==> src/hdl/pfa_pkg.sv <==
// ----------------------------------------------------------------------------
// pfa_pkg
// Shared types, widths and codes for the partition fit allocator.
// ----------------------------------------------------------------------------
package pfa_pkg;

  // table geometry
  localparam int NUM_BLOCKS = 8;
  localparam int SIZE_BITS  = 16;

  // fixed field widths of the item ports
  localparam int REQ_W  = 16;   // request_size / load_size / left_over
  localparam int LIDX_W = 3;    // load_index / granted_index
  localparam int BC_W   = 4;    // block_count register
  localparam int CFG_W  = 4;    // widest configuration register
  localparam int CFGI_W = 1;    // configuration register index

  // derived widths
  localparam int IDX_W  = (NUM_BLOCKS > 1) ? $clog2(NUM_BLOCKS) : 1;
  localparam int CNT_W  = $clog2(NUM_BLOCKS + 1);
  localparam int N_W    = (CNT_W > BC_W) ? CNT_W : BC_W;
  localparam int LX_W   = (LIDX_W > IDX_W) ? LIDX_W : IDX_W;
  localparam int CMP_W  = (SIZE_BITS > REQ_W) ? SIZE_BITS : REQ_W;

  // reset value of block_count
  localparam logic [BC_W-1:0] BC_RESET = BC_W'(8);

  // placement policies
  typedef enum logic [1:0] {
    FIT_FIRST = 2'd0,
    FIT_BEST  = 2'd1,
    FIT_WORST = 2'd2,
    FIT_NEXT  = 2'd3
  } fit_mode_t;

  // item opcodes
  localparam logic OP_LOAD  = 1'b0;
  localparam logic OP_PLACE = 1'b1;

  // configuration register indexes
  localparam logic [CFGI_W-1:0] CFG_FIT_MODE    = 1'b0;
  localparam logic [CFGI_W-1:0] CFG_BLOCK_COUNT = 1'b1;

  typedef logic [SIZE_BITS-1:0] size_t;
  typedef logic [IDX_W-1:0]     idx_t;

  // write port of the free size table
  typedef struct packed {
    logic  en;
    idx_t  idx;
    size_t data;
  } tbl_wr_t;

endpackage

==> src/hdl/partition_fit_allocator.sv <==
// ----------------------------------------------------------------------------
// partition_fit_allocator
// Places size requests into a table of free partitions by first, best, worst
// or next fit; load items write table entries.
// ----------------------------------------------------------------------------
// A load item writes its table entry when accepted and gives no result. A
// request has an accept step, a scan of one table entry per cycle over the
// n entries in use (n at most 8), and an update step; first and next fit
// stop early on a hit. One request at a time uses the single compare unit
// and the single table read port; no new item is taken before it commits.
// Reset (synchronous, rst_n low): table cleared, pointer zero, first fit,
// block_count 8.
module partition_fit_allocator
  import pfa_pkg::*;
(
  input  logic                  clk,
  input  logic                  rst_n,
  // configuration
  input  logic                  cfg_we,
  input  logic [CFGI_W-1:0]     cfg_index,
  input  logic [CFG_W-1:0]      cfg_data,
  // input items
  input  logic                  in_valid,
  output logic                  in_stall,
  input  logic                  in_op,
  input  logic [LIDX_W-1:0]     in_load_index,
  input  logic [REQ_W-1:0]      in_load_size,
  input  logic [REQ_W-1:0]      in_request_size,
  input  logic                  in_batch_end,
  // result items
  output logic                  out_valid,
  input  logic                  out_stall,
  output logic                  out_granted,
  output logic [LIDX_W-1:0]     out_granted_index,
  output logic [REQ_W-1:0]      out_left_over,
  output logic                  out_batch_done
);

  typedef enum logic [2:0] {
    ST_IDLE   = 3'b001,
    ST_SCAN   = 3'b010,
    ST_UPDATE = 3'b100
  } state_t;

  state_t           state_r, state_nxt;
  fit_mode_t        fit_mode_r;
  logic [BC_W-1:0]  block_count_r;
  idx_t             ptr_r;
  idx_t             idx_r;
  idx_t             pick_r;
  logic [CNT_W-1:0] rem_r;
  logic             have_r;
  size_t            best_r;
  logic [REQ_W-1:0] req_r;
  logic             batch_r;

  logic                 out_valid_r;
  logic                 out_granted_r;
  logic [LIDX_W-1:0]    out_index_r;
  logic [REQ_W-1:0]     out_left_r;
  logic                 out_batch_r;

  logic [N_W-1:0]   bc_x;
  logic [CNT_W-1:0] n_used;
  idx_t             start_idx;
  logic             in_fire;
  logic             out_fire;
  logic             commit;
  logic             last_idx;
  logic             take;
  logic             early_hit;
  logic [LX_W-1:0]  load_x;
  logic             load_ok;

  tbl_wr_t          tbl_wr;
  idx_t             rd_idx;
  size_t            rd_data;
  logic             fits;
  logic             better;
  size_t            diff;

  // handshakes
  assign in_stall = (state_r != ST_IDLE);
  assign in_fire  = in_valid && !in_stall;
  assign out_fire = out_valid_r && !out_stall;
  assign commit   = (state_r == ST_UPDATE) && (!out_valid_r || !out_stall);

  // entries in use, capped at the table depth
  assign bc_x   = N_W'(block_count_r);
  assign n_used = (bc_x > N_W'(NUM_BLOCKS)) ? CNT_W'(NUM_BLOCKS) : CNT_W'(bc_x);

  // scan start: kept pointer for next fit when it is inside the used range
  assign start_idx = ((fit_mode_r == FIT_NEXT) && (CNT_W'(ptr_r) < n_used)) ?
                     ptr_r : '0;

  // load index range check, one bit wider so the table depth is representable
  assign load_x  = LX_W'(in_load_index);
  assign load_ok = ((LX_W+1)'(load_x) < (LX_W+1)'(NUM_BLOCKS));

  // table read address: scan position, or the chosen entry at update
  assign rd_idx = (state_r == ST_UPDATE) ? pick_r : idx_r;

  pfa_table u_table (
    .clk     (clk),
    .rst_n   (rst_n),
    .wr      (tbl_wr),
    .rd_idx  (rd_idx),
    .rd_data (rd_data)
  );

  pfa_cmp u_cmp (
    .mode   (fit_mode_r),
    .entry  (rd_data),
    .need   (req_r),
    .best   (best_r),
    .fits   (fits),
    .better (better),
    .diff   (diff)
  );

  // scan step decisions
  assign take      = fits && (!have_r || better);
  assign early_hit = fits && ((fit_mode_r == FIT_FIRST) || (fit_mode_r == FIT_NEXT));
  assign last_idx  = (CNT_W'(idx_r) == (n_used - CNT_W'(1)));

  // table write: load item or committed placement
  always_comb begin
    tbl_wr.en   = 1'b0;
    tbl_wr.idx  = pick_r;
    tbl_wr.data = diff;
    if (in_fire && (in_op == OP_LOAD)) begin
      tbl_wr.en   = load_ok;
      tbl_wr.idx  = IDX_W'(load_x);
      tbl_wr.data = SIZE_BITS'(in_load_size);
    end else if (commit && have_r) begin
      tbl_wr.en = 1'b1;
    end
  end

  // sequencer next state
  always_comb begin
    state_nxt = state_r;
    case (state_r)
      ST_IDLE: begin
        if (in_fire && (in_op == OP_PLACE)) begin
          state_nxt = (n_used == '0) ? ST_UPDATE : ST_SCAN;
        end
      end
      ST_SCAN: begin
        if ((rem_r == CNT_W'(1)) || early_hit) begin
          state_nxt = ST_UPDATE;
        end
      end
      ST_UPDATE: begin
        if (commit) begin
          state_nxt = ST_IDLE;
        end
      end
      default: state_nxt = ST_IDLE;
    endcase
  end

  // control state and configuration registers
  always_ff @(posedge clk) begin
    if (!rst_n) begin
      state_r       <= ST_IDLE;
      fit_mode_r    <= FIT_FIRST;
      block_count_r <= BC_RESET;
      ptr_r         <= '0;
      have_r        <= 1'b0;
      out_valid_r   <= 1'b0;
    end else begin
      state_r <= state_nxt;
      if (cfg_we) begin
        case (cfg_index)
          CFG_FIT_MODE:    fit_mode_r    <= fit_mode_t'(cfg_data[1:0]);
          CFG_BLOCK_COUNT: block_count_r <= cfg_data[BC_W-1:0];
          default: ;
        endcase
      end
      if (in_fire && (in_op == OP_PLACE)) begin
        have_r <= 1'b0;
      end else if ((state_r == ST_SCAN) && take) begin
        have_r <= 1'b1;
      end
      if (commit && have_r && (fit_mode_r == FIT_NEXT)) begin
        ptr_r <= pick_r;
      end
      if (commit) begin
        out_valid_r <= 1'b1;
      end else if (out_fire) begin
        out_valid_r <= 1'b0;
      end
    end
  end

  // scan datapath registers
  always_ff @(posedge clk) begin
    if (in_fire && (in_op == OP_PLACE)) begin
      req_r   <= in_request_size;
      batch_r <= in_batch_end;
      rem_r   <= n_used;
      idx_r   <= start_idx;
    end else if (state_r == ST_SCAN) begin
      rem_r <= rem_r - CNT_W'(1);
      idx_r <= last_idx ? '0 : idx_r + IDX_W'(1);
      if (take) begin
        pick_r <= idx_r;
        best_r <= rd_data;
      end
    end
  end

  // result register
  always_ff @(posedge clk) begin
    if (commit) begin
      out_granted_r <= have_r;
      out_index_r   <= have_r ? LIDX_W'(pick_r) : '0;
      out_left_r    <= have_r ? REQ_W'(diff) : '0;
      out_batch_r   <= batch_r;
    end
  end

  assign out_valid         = out_valid_r;
  assign out_granted       = out_granted_r;
  assign out_granted_index = out_index_r;
  assign out_left_over     = out_left_r;
  assign out_batch_done    = out_batch_r;

endmodule

==> src/hdl/pfa_table.sv <==
// ----------------------------------------------------------------------------
// pfa_table
// Free size table: one write port, one read port, cleared to zero on reset.
// ----------------------------------------------------------------------------
module pfa_table
  import pfa_pkg::*;
(
  input  logic    clk,
  input  logic    rst_n,
  input  tbl_wr_t wr,
  input  idx_t    rd_idx,
  output size_t   rd_data
);

  size_t free_r [NUM_BLOCKS];

  // entry storage
  always_ff @(posedge clk) begin
    if (!rst_n) begin
      for (int i = 0; i < NUM_BLOCKS; i++) begin
        free_r[i] <= '0;
      end
    end else if (wr.en) begin
      free_r[wr.idx] <= wr.data;
    end
  end

  // single read port
  assign rd_data = free_r[rd_idx];

endmodule

==> src/hdl/pfa_cmp.sv <==
// ----------------------------------------------------------------------------
// pfa_cmp
// Shared compare and subtract unit used by every scan step and the update.
// ----------------------------------------------------------------------------
module pfa_cmp
  import pfa_pkg::*;
(
  input  fit_mode_t        mode,
  input  size_t            entry,
  input  logic [REQ_W-1:0] need,
  input  size_t            best,
  output logic             fits,
  output logic             better,
  output size_t            diff
);

  logic [CMP_W-1:0] entry_x;
  logic [CMP_W-1:0] need_x;
  logic [CMP_W-1:0] diff_x;

  assign entry_x = CMP_W'(entry);
  assign need_x  = CMP_W'(need);

  // request fits when the entry holds at least the full-width request
  assign fits = (entry_x >= need_x);

  // policy compare against the current candidate
  always_comb begin
    case (mode)
      FIT_BEST:  better = (entry < best);
      FIT_WORST: better = (entry > best);
      default:   better = 1'b0;
    endcase
  end

  // remaining free size, cut to the entry width
  assign diff_x = entry_x - need_x;
  assign diff   = SIZE_BITS'(diff_x);

endmodule
==> config.mk <==
export PLATFORM = sky130hd
export DESIGN_NAME = partition_fit_allocator
export DESIGN_NICKNAME = d
export VERILOG_FILES = /design/src/hdl/pfa_pkg.sv /design/src/hdl/partition_fit_allocator.sv /design/src/hdl/pfa_table.sv /design/src/hdl/pfa_cmp.sv
export SDC_FILE = /design/constraint.sdc
export NUM_CORES = 1
export LEC_CHECK = 0
export ABC_CLOCK_PERIOD_IN_PS = 4800
export BUFFER_PORTS_ARGS = -buffer_cell sky130_fd_sc_hd__clkbuf_2
export CAP_MARGIN = 25
export CORE_ASPECT_RATIO = 0.75
export CORE_UTILIZATION = 55
export DETAILED_ROUTE_END_ITERATION = 8
export MAX_ROUTING_LAYER = met4
export PLACE_DENSITY = 0.76
export SETUP_SLACK_MARGIN = 0.2
export SLEW_MARGIN = 40
export SYNTH_ARGS = -nofsm -noshare
export SYNTH_HDL_FRONTEND = slang
export SYNTH_SLANG_ARGS = --single-unit
==> constraint.sdc <==
create_clock -name clk -period 4.8 [get_ports clk]
set_input_delay 0.72 -clock clk [delete_from_list [all_inputs] [get_ports clk]]
set_output_delay 0.72 -clock clk [all_outputs]
set_load 0.01 [all_outputs]
### Yosys cells after proc, flatten, opt, wreduce, memory -nomap -nowiden

Memories as Yosys holds them, arrays and structs flattened.
Cells that the tools add are included.

| operators by class | value |
|---|---|
| $add $sub $neg | 4 |
| eq/ne operators | 12 |
| order comparisons | 5 |
| reduce and logical (&&, ||, !) cells | 29 |
| muxes and demuxes | 26 |
| bitwise gates (word level) | 4 |

Operator list:

| kind | count |
|---|---|
| 2-to-1 mux 3 bit | 10 |
| 2-to-1 mux 19 bit | 1 |
| >= comparator 16 bit | 1 |
| > comparator 16 bit | 1 |
| less-than comparator 16 bit | 1 |
| 2-to-1 mux 16 bit | 1 |
| OR reduction 16 bit | 1 |
| subtractor 16 bit | 1 |
| 2-to-1 mux 4 bit | 3 |
| logical AND 1 bit | 11 |
| 2-to-1 mux 1 bit | 9 |
| one-hot mux 3 bit (3 select lines) | 1 |
| subtractor 4 x 1 -> 4 bit (second input constant) | 2 |
| inequality test 2 bit (second input constant) | 3 |
| AND reduction 3 bit | 2 |
| == test 2 bit (second input constant) | 2 |
| == test 3 x 4 -> 1 bit | 1 |
| == test 4 x 1 -> 1 bit (second input constant) | 1 |
| > comparator 4 bit (second input constant) | 1 |
| logical NOT 1 bit | 4 |
| logical NOT 4 bit | 1 |
| logical OR 1 bit | 4 |
| less-than comparator 3 x 4 -> 1 bit | 1 |
| NOT 1 bit | 4 |
| 11 further kinds | 13 |

| word-level totals | value |
|---|---|
| word-level logic and storage cells | 97 |
| memories | 1 |
| memory bits (writable) | 128 |
| bits in registers | 78 |

Memory list:

| memory | words | width | rd ports | clocked after Yosys merged registers in | wr ports | RTL line | RTL |
|---|---|---|---|---|---|---|---|
| u_table.free_r | 8 | 16 | 1 | 0 | 8 | pfa_table.sv:15 | `size_t free_r [NUM_BLOCKS];` |

### Logic depth before layout (Yosys ltp)

| depth | value |
|---|---|
| depth after elaboration | 11 |
| gate-level depth with buffers | 17 |
| depth with buffers taken out | 16 |

### Cells and area by module

A second synthesis with hierarchy kept.

| second synthesis, totals | value |
|---|---|
| cell total of the unflattened synthesis | 784 |
| area, all modules | 10352.4 µm² |

By module, submodules not included:

| module | seq. area each (µm²) | cells an instance | area each (µm²) | instances |
|---|---|---|---|---|
| pfa_table | 3843.7 | 373 | 5805.6 | 1 |
| partition_fit_allocator | 2202.1 | 226 | 3241.9 | 1 |
| pfa_cmp | 0.0 | 185 | 1305.0 | 1 |

### Worst setup path before layout

Ideal clock, no wire load.

| path | value |
|---|---|
| path kind | flip-flop to flip-flop |
| start point | register state_r[2] |
| end point | register best_r[0] (enable) |
| stages on the path, launching flop included | 17 |
| path slack | -275 ps |
| data arrival time | 4652 ps |
| clock period less this slack | 5075 ps |
| path through | dfxtp_1 -> nor3b_2 -> buf_4 -> mux2i_1 -> buf_2 -> nand2_1 -> nand3_1 -> nand2_1 -> o21ai_0 -> ha_1 -> a21o_1 -> a221o_1 -> a221oi_1 -> o21ai_0 -> o211ai_1 -> o31ai_1 -> nor3b_1 |

| between the ends | value |
|---|---|
| cells in the longest elaborated chain, start to end | 8 |
| elaborated cells on any way between the ends | 16 |
| classes of those cells | order compare (3); eq/ne (3); mux (2); bitwise (1); reduce/logical (6); memory (1) |

Ends and longest elaborated chain:

| what | RTL line | RTL |
|---|---|---|
| from (decl) | partition_fit_allocator.sv:45 | `state_t state_r, state_nxt;` |
| from (signal assigned) | partition_fit_allocator.sv:173 | `state_r <= state_nxt;` |
| == test 3 bit (*) | partition_fit_allocator.sv:101 | `assign rd_idx = (state_r == ST_UPDATE) ? pick_r : idx_r;` |
| 2-to-1 mux 3 bit (*) | partition_fit_allocator.sv:101 |  |
| memory read (8 x 16 bit) (*) | - |  |
| net rd_data[5] | partition_fit_allocator.sv:77 | `size_t rd_data;` |
| > comparator 16 bit / less-than comparator 16 bit (equally long branches) | pfa_cmp.sv:31, pfa_cmp.sv:30 |  |
| one-hot mux 1 bit (2 select lines) | pfa_cmp.sv:29 | `case (mode)` |
| logical OR 1 bit | partition_fit_allocator.sv:122 | `assign take = fits && (!have_r \|\| better);` |
| logical AND 1 bit (*) | partition_fit_allocator.sv:122 |  |
| AND reduction 3 bit (no source line) (*) | - |  |
| to (signal assigned) | partition_fit_allocator.sv:209 | `best_r <= rd_data;` |
| to (decl) | partition_fit_allocator.sv:53 | `size_t best_r;` |

The timed path passes the listed nets; every way through them passes the cells marked *.
A chain may end at the register's enable or synchronous reset.

==> out/results.txt <==
status = complete, no violations
final cell count without fillers = 1326
row cnt = 42
cell total after placement = 1287
crit path time final = 4370 ps
Sink Count = 206
core area = 18000 µm²
clk buf depth = 3
DIE AREA = 19300 µm²
Critical Path Start Type = register
post-synth cell types = 60
Final HPWL DP = 17.3 mm
DRT Pass-1 Iters = 5
sequential area share after synthesis = 58.7%
most used cell, CP = buf_4
largest net degree at the start of global routing = 54
fill cell count = 1381
cts hold-fix bufs = 0
final hold vios = 0
CP max FO = 27
Power Dens Cells = 397 nW/µm²
fmax = 229 MHz
Die W = 160 µm
R2R Setup Slk = 430 ps
Die Y = 120 µm
Worst Path Arrival = 4600 ps
final WL = 26.2 mm
syn_nets = 1066
max_cap viols = 0
worst slew pin tran = 801 ps
Slew Limit Fails = 0
share of cells above drive strength 1 = 16.8%
effective utilization at floorplan = 57.3%
r2r endpoint = u_table.free_r[2][15]$_SDFFCE_PN0P_
CP Cell Sequence = nor3b_4, buf_4, mux2i_4, buf_12, buf_4, nand2_1, nand3_1, nand2_1, o21ai_0, buf_4, ha_1, a211o_1, o21a_1, o21a_1, or3_4, a31oi_4, nor2_1
Leakage Power = 0.00497 µW
final core utilization = 66.1%
average cell area after synthesis = 10.5 µm²
CTS clock-pin slew for the worst setup and hold paths = 60 ps
worst r2r path cells = 17
worst min path class = in -> reg
ys flop type = edfxtp_1
relative slew slack = 46.3%
initial antenna violation count = 0
FF+latch count, synth = 206
Worst VDD drop = 0.241 mV
GRT Total Usage = 28.5%
Port Buffers = 69
Post-synth EDFFs = 192
via count = 7662
Overflow after GRT = 0
Area after DPL = 11100 µm²
Post-Syn Instances = 976
Area Growth Syn to Fin = 15.5%
ant diodes = 0
vias per cell = 5.78
Hold Crit Depth = 1
asr flop ratio synth = 0%
vias in the first global route = 7264
multi-input logic area = 3990 µm²
commonest non-fill, non-tap cell in the layout = edfxtp_1
Final Cycle Share = 91.1%
commonest non-fill, non-tap cells in the layout = 192 x edfxtp_1, 173 x nand2_1, 137 x nor2_1, 89 x nand3_1, 69 x clkbuf_2
Root Driver = clkbuf_16
CTS tree = yes
register area = 6050 µm²
critical path class = reg -> reg
worst-skew pair later-pin latency = 500 ps
final setup fails = 0
RSZ-0062 raised after global routing = false
total power = 4720 µW
Worst Hold Launch = in_request_size[3]
Hold Path End = req_r[3]$_DFFE_PP_
DRC viols = 0
critical path required time = 5030 ps
final net count = 1160
GPL Wtd Cong = 0.879
worst r2r src = state_r[2]$_SDFFE_PN0P_
Sum Neg Setup Slack = 0 ps
I/O pin total = 70
critical path's slowest cell = dfxtp_1
H-tree depth = 1
Worst setup EP type = register
mapped cell area = 10300 µm²
clock skew = 8.88 ps
Routed Antenna Nets = 0
DRT iter0 DRCs = 1010
global-route wire length before repair = 40.8 mm
Crit path largest cell delay = 420 ps
Synth Warn # = 0
Num CTS Buffers = 21
final instance area = 11900 µm²
WL/cell = 19.7 µm
-- final cells by class --
| type | instances | area share (%) |
|---|---|---|
| inverters | 41 | 1.29 |
| well taps | 242 | 2.55 |
| flip-flops and latches | 206 | 50.9 |
| multi-input cells | 692 | 33.6 |
| repair buffers | 108 | 5.94 |
| clock buffers | 29 | 5.02 |
| clock inverters | 8 | 0.747 |
-- critical path: cells and delay by family (launching register included) --
kind | cells | cell delay (ps)
AND/OR/NAND/NOR | 6 | 940
AO/OA/AOI/OAI | 5 | 1290
adder cells (fa/ha/maj) | 1 | 310
buffers and inverters | 4 | 790
multiplexers | 1 | 340
flip-flops | 1 | 420
-- through the flow --
stage	hold slack [ps]	worst slack (ps)
after floorplan	400	380
after global placement	404	231
after detailed placement	421	45.0
after CTS	388	220
after global routing	385	205
final	400	425
-- worst max path at each step --
stage | start | end | slack [ps] | depth (start not counted)
floorplan | state_r[2]$_SDFFE_PN0P_ | best_r[0]$_DFFE_PP_ | 380 | 16
global placement | state_r[2]$_SDFFE_PN0P_ | best_r[4]$_DFFE_PP_ | 230 | 17
detailed placement | state_r[2]$_SDFFE_PN0P_ | best_r[5]$_DFFE_PP_ | 40 | 17
CTS | state_r[2]$_SDFFE_PN0P_ | u_table.free_r[2][15]$_SDFFCE_PN0P_ | 220 | 18
global route | state_r[2]$_SDFFE_PN0P_ | best_r[5]$_DFFE_PP_ | 210 | 19
finish | state_r[2]$_SDFFE_PN0P_ | u_table.free_r[2][15]$_SDFFCE_PN0P_ | 430 | 17
-- power by group --
group / total (µW) / internal [µW] / switching, µW
registers: 2070 / 2040 / 32.7
clock network: 1640 / 976 / 667
logic: 1000 / 347 / 654
-- cell families (layout without fill, tap and decap cells) --
logic type / Yosys count / in the layout / share of synthesized area [%]
and+or+nand+nor: 499 / 499 / 21.9
xor gates and xnor gates: 16 / 16 / 1.36
buffers and inverters: 78 / 186 / 3.26
muxes: 23 / 23 / 2.44
DFF: 206 / 206 / 58.7
adders and majority gates: 43 / 43 / 5.30
AOI/OAI and AO/OA: 111 / 111 / 7.00
-- Yosys cell counts (2+ instances only) --
library cell | n | share of area (%)
edfxtp_1 | 192 | 56
nand2_1 | 180 | 6.6
nor2_1 | 138 | 5.0
nand3_1 | 89 | 4.3
ha_1 | 42 | 5.1
inv_1 | 40 | 1.5
o21ai_0 | 36 | 1.8
a21oi_1 | 23 | 1.1
and2_1 | 20 | 1.2
buf_2 | 19 | 0.92
nor3_1 | 19 | 0.92
mux2i_1 | 17 | 1.7
dfxtp_1 | 14 | 2.7
clkbuf_1 | 13 | 0.47
nor2b_1 | 11 | 0.67
a21o_1 | 9 | 0.66
nand2b_1 | 9 | 0.55
xnor2_1 | 8 | 0.68
xor2_1 | 8 | 0.68
a31oi_1 | 5 | 0.30
and3_1 | 5 | 0.30
buf_4 | 5 | 0.36
nand3b_1 | 5 | 0.36
nand4_1 | 5 | 0.30
o21a_1 | 5 | 0.36
o21ai_1 | 5 | 0.24
a21boi_0 | 4 | 0.29
mux2i_2 | 4 | 0.53
nand2_2 | 4 | 0.24
nand2_4 | 4 | 0.44
a211o_1 | 3 | 0.26
a211oi_1 | 2 | 0.15
nor3b_1 | 2 | 0.15
nor3b_2 | 2 | 0.24
o211a_1 | 2 | 0.19
o211ai_1 | 2 | 0.15
or2_2 | 2 | 0.12
-- layer usage --
metal	GRT usage, %	vias to the layer above	wire length, µm
met5	-	-	0
li1	-	3618	-
met3	4.91	38	2560
met1	41.7	3640	11600
met2	42.4	366	11500
met4	5.30	0	476
-- flip-flops by register name (all words and copies together) (netlist names) --
signal and count:
batch_r 1, bc_x 4, best_r 16, fit_mode_r 2, have_r 1, idx_r 3
out_batch_done 1, out_granted 1, out_granted_index 3, out_left_over 16, out_valid 1, pick_r 3
ptr_r 3, rem_r 4, req_r 16, state_r 3, u_table.free_r 128
-- timing repair --
| item | in CTS | in global routing |
|---|---|---|
| pin swaps | 1 | 1 |
| resized for setup | 2 | 8 |
| buffers inserted | 1 | 0 |
| cloned | 0 | 1 |
| setup endpoints to repair | 19 | 55 |
Note: power is estimated with default switching activity, not from simulation.
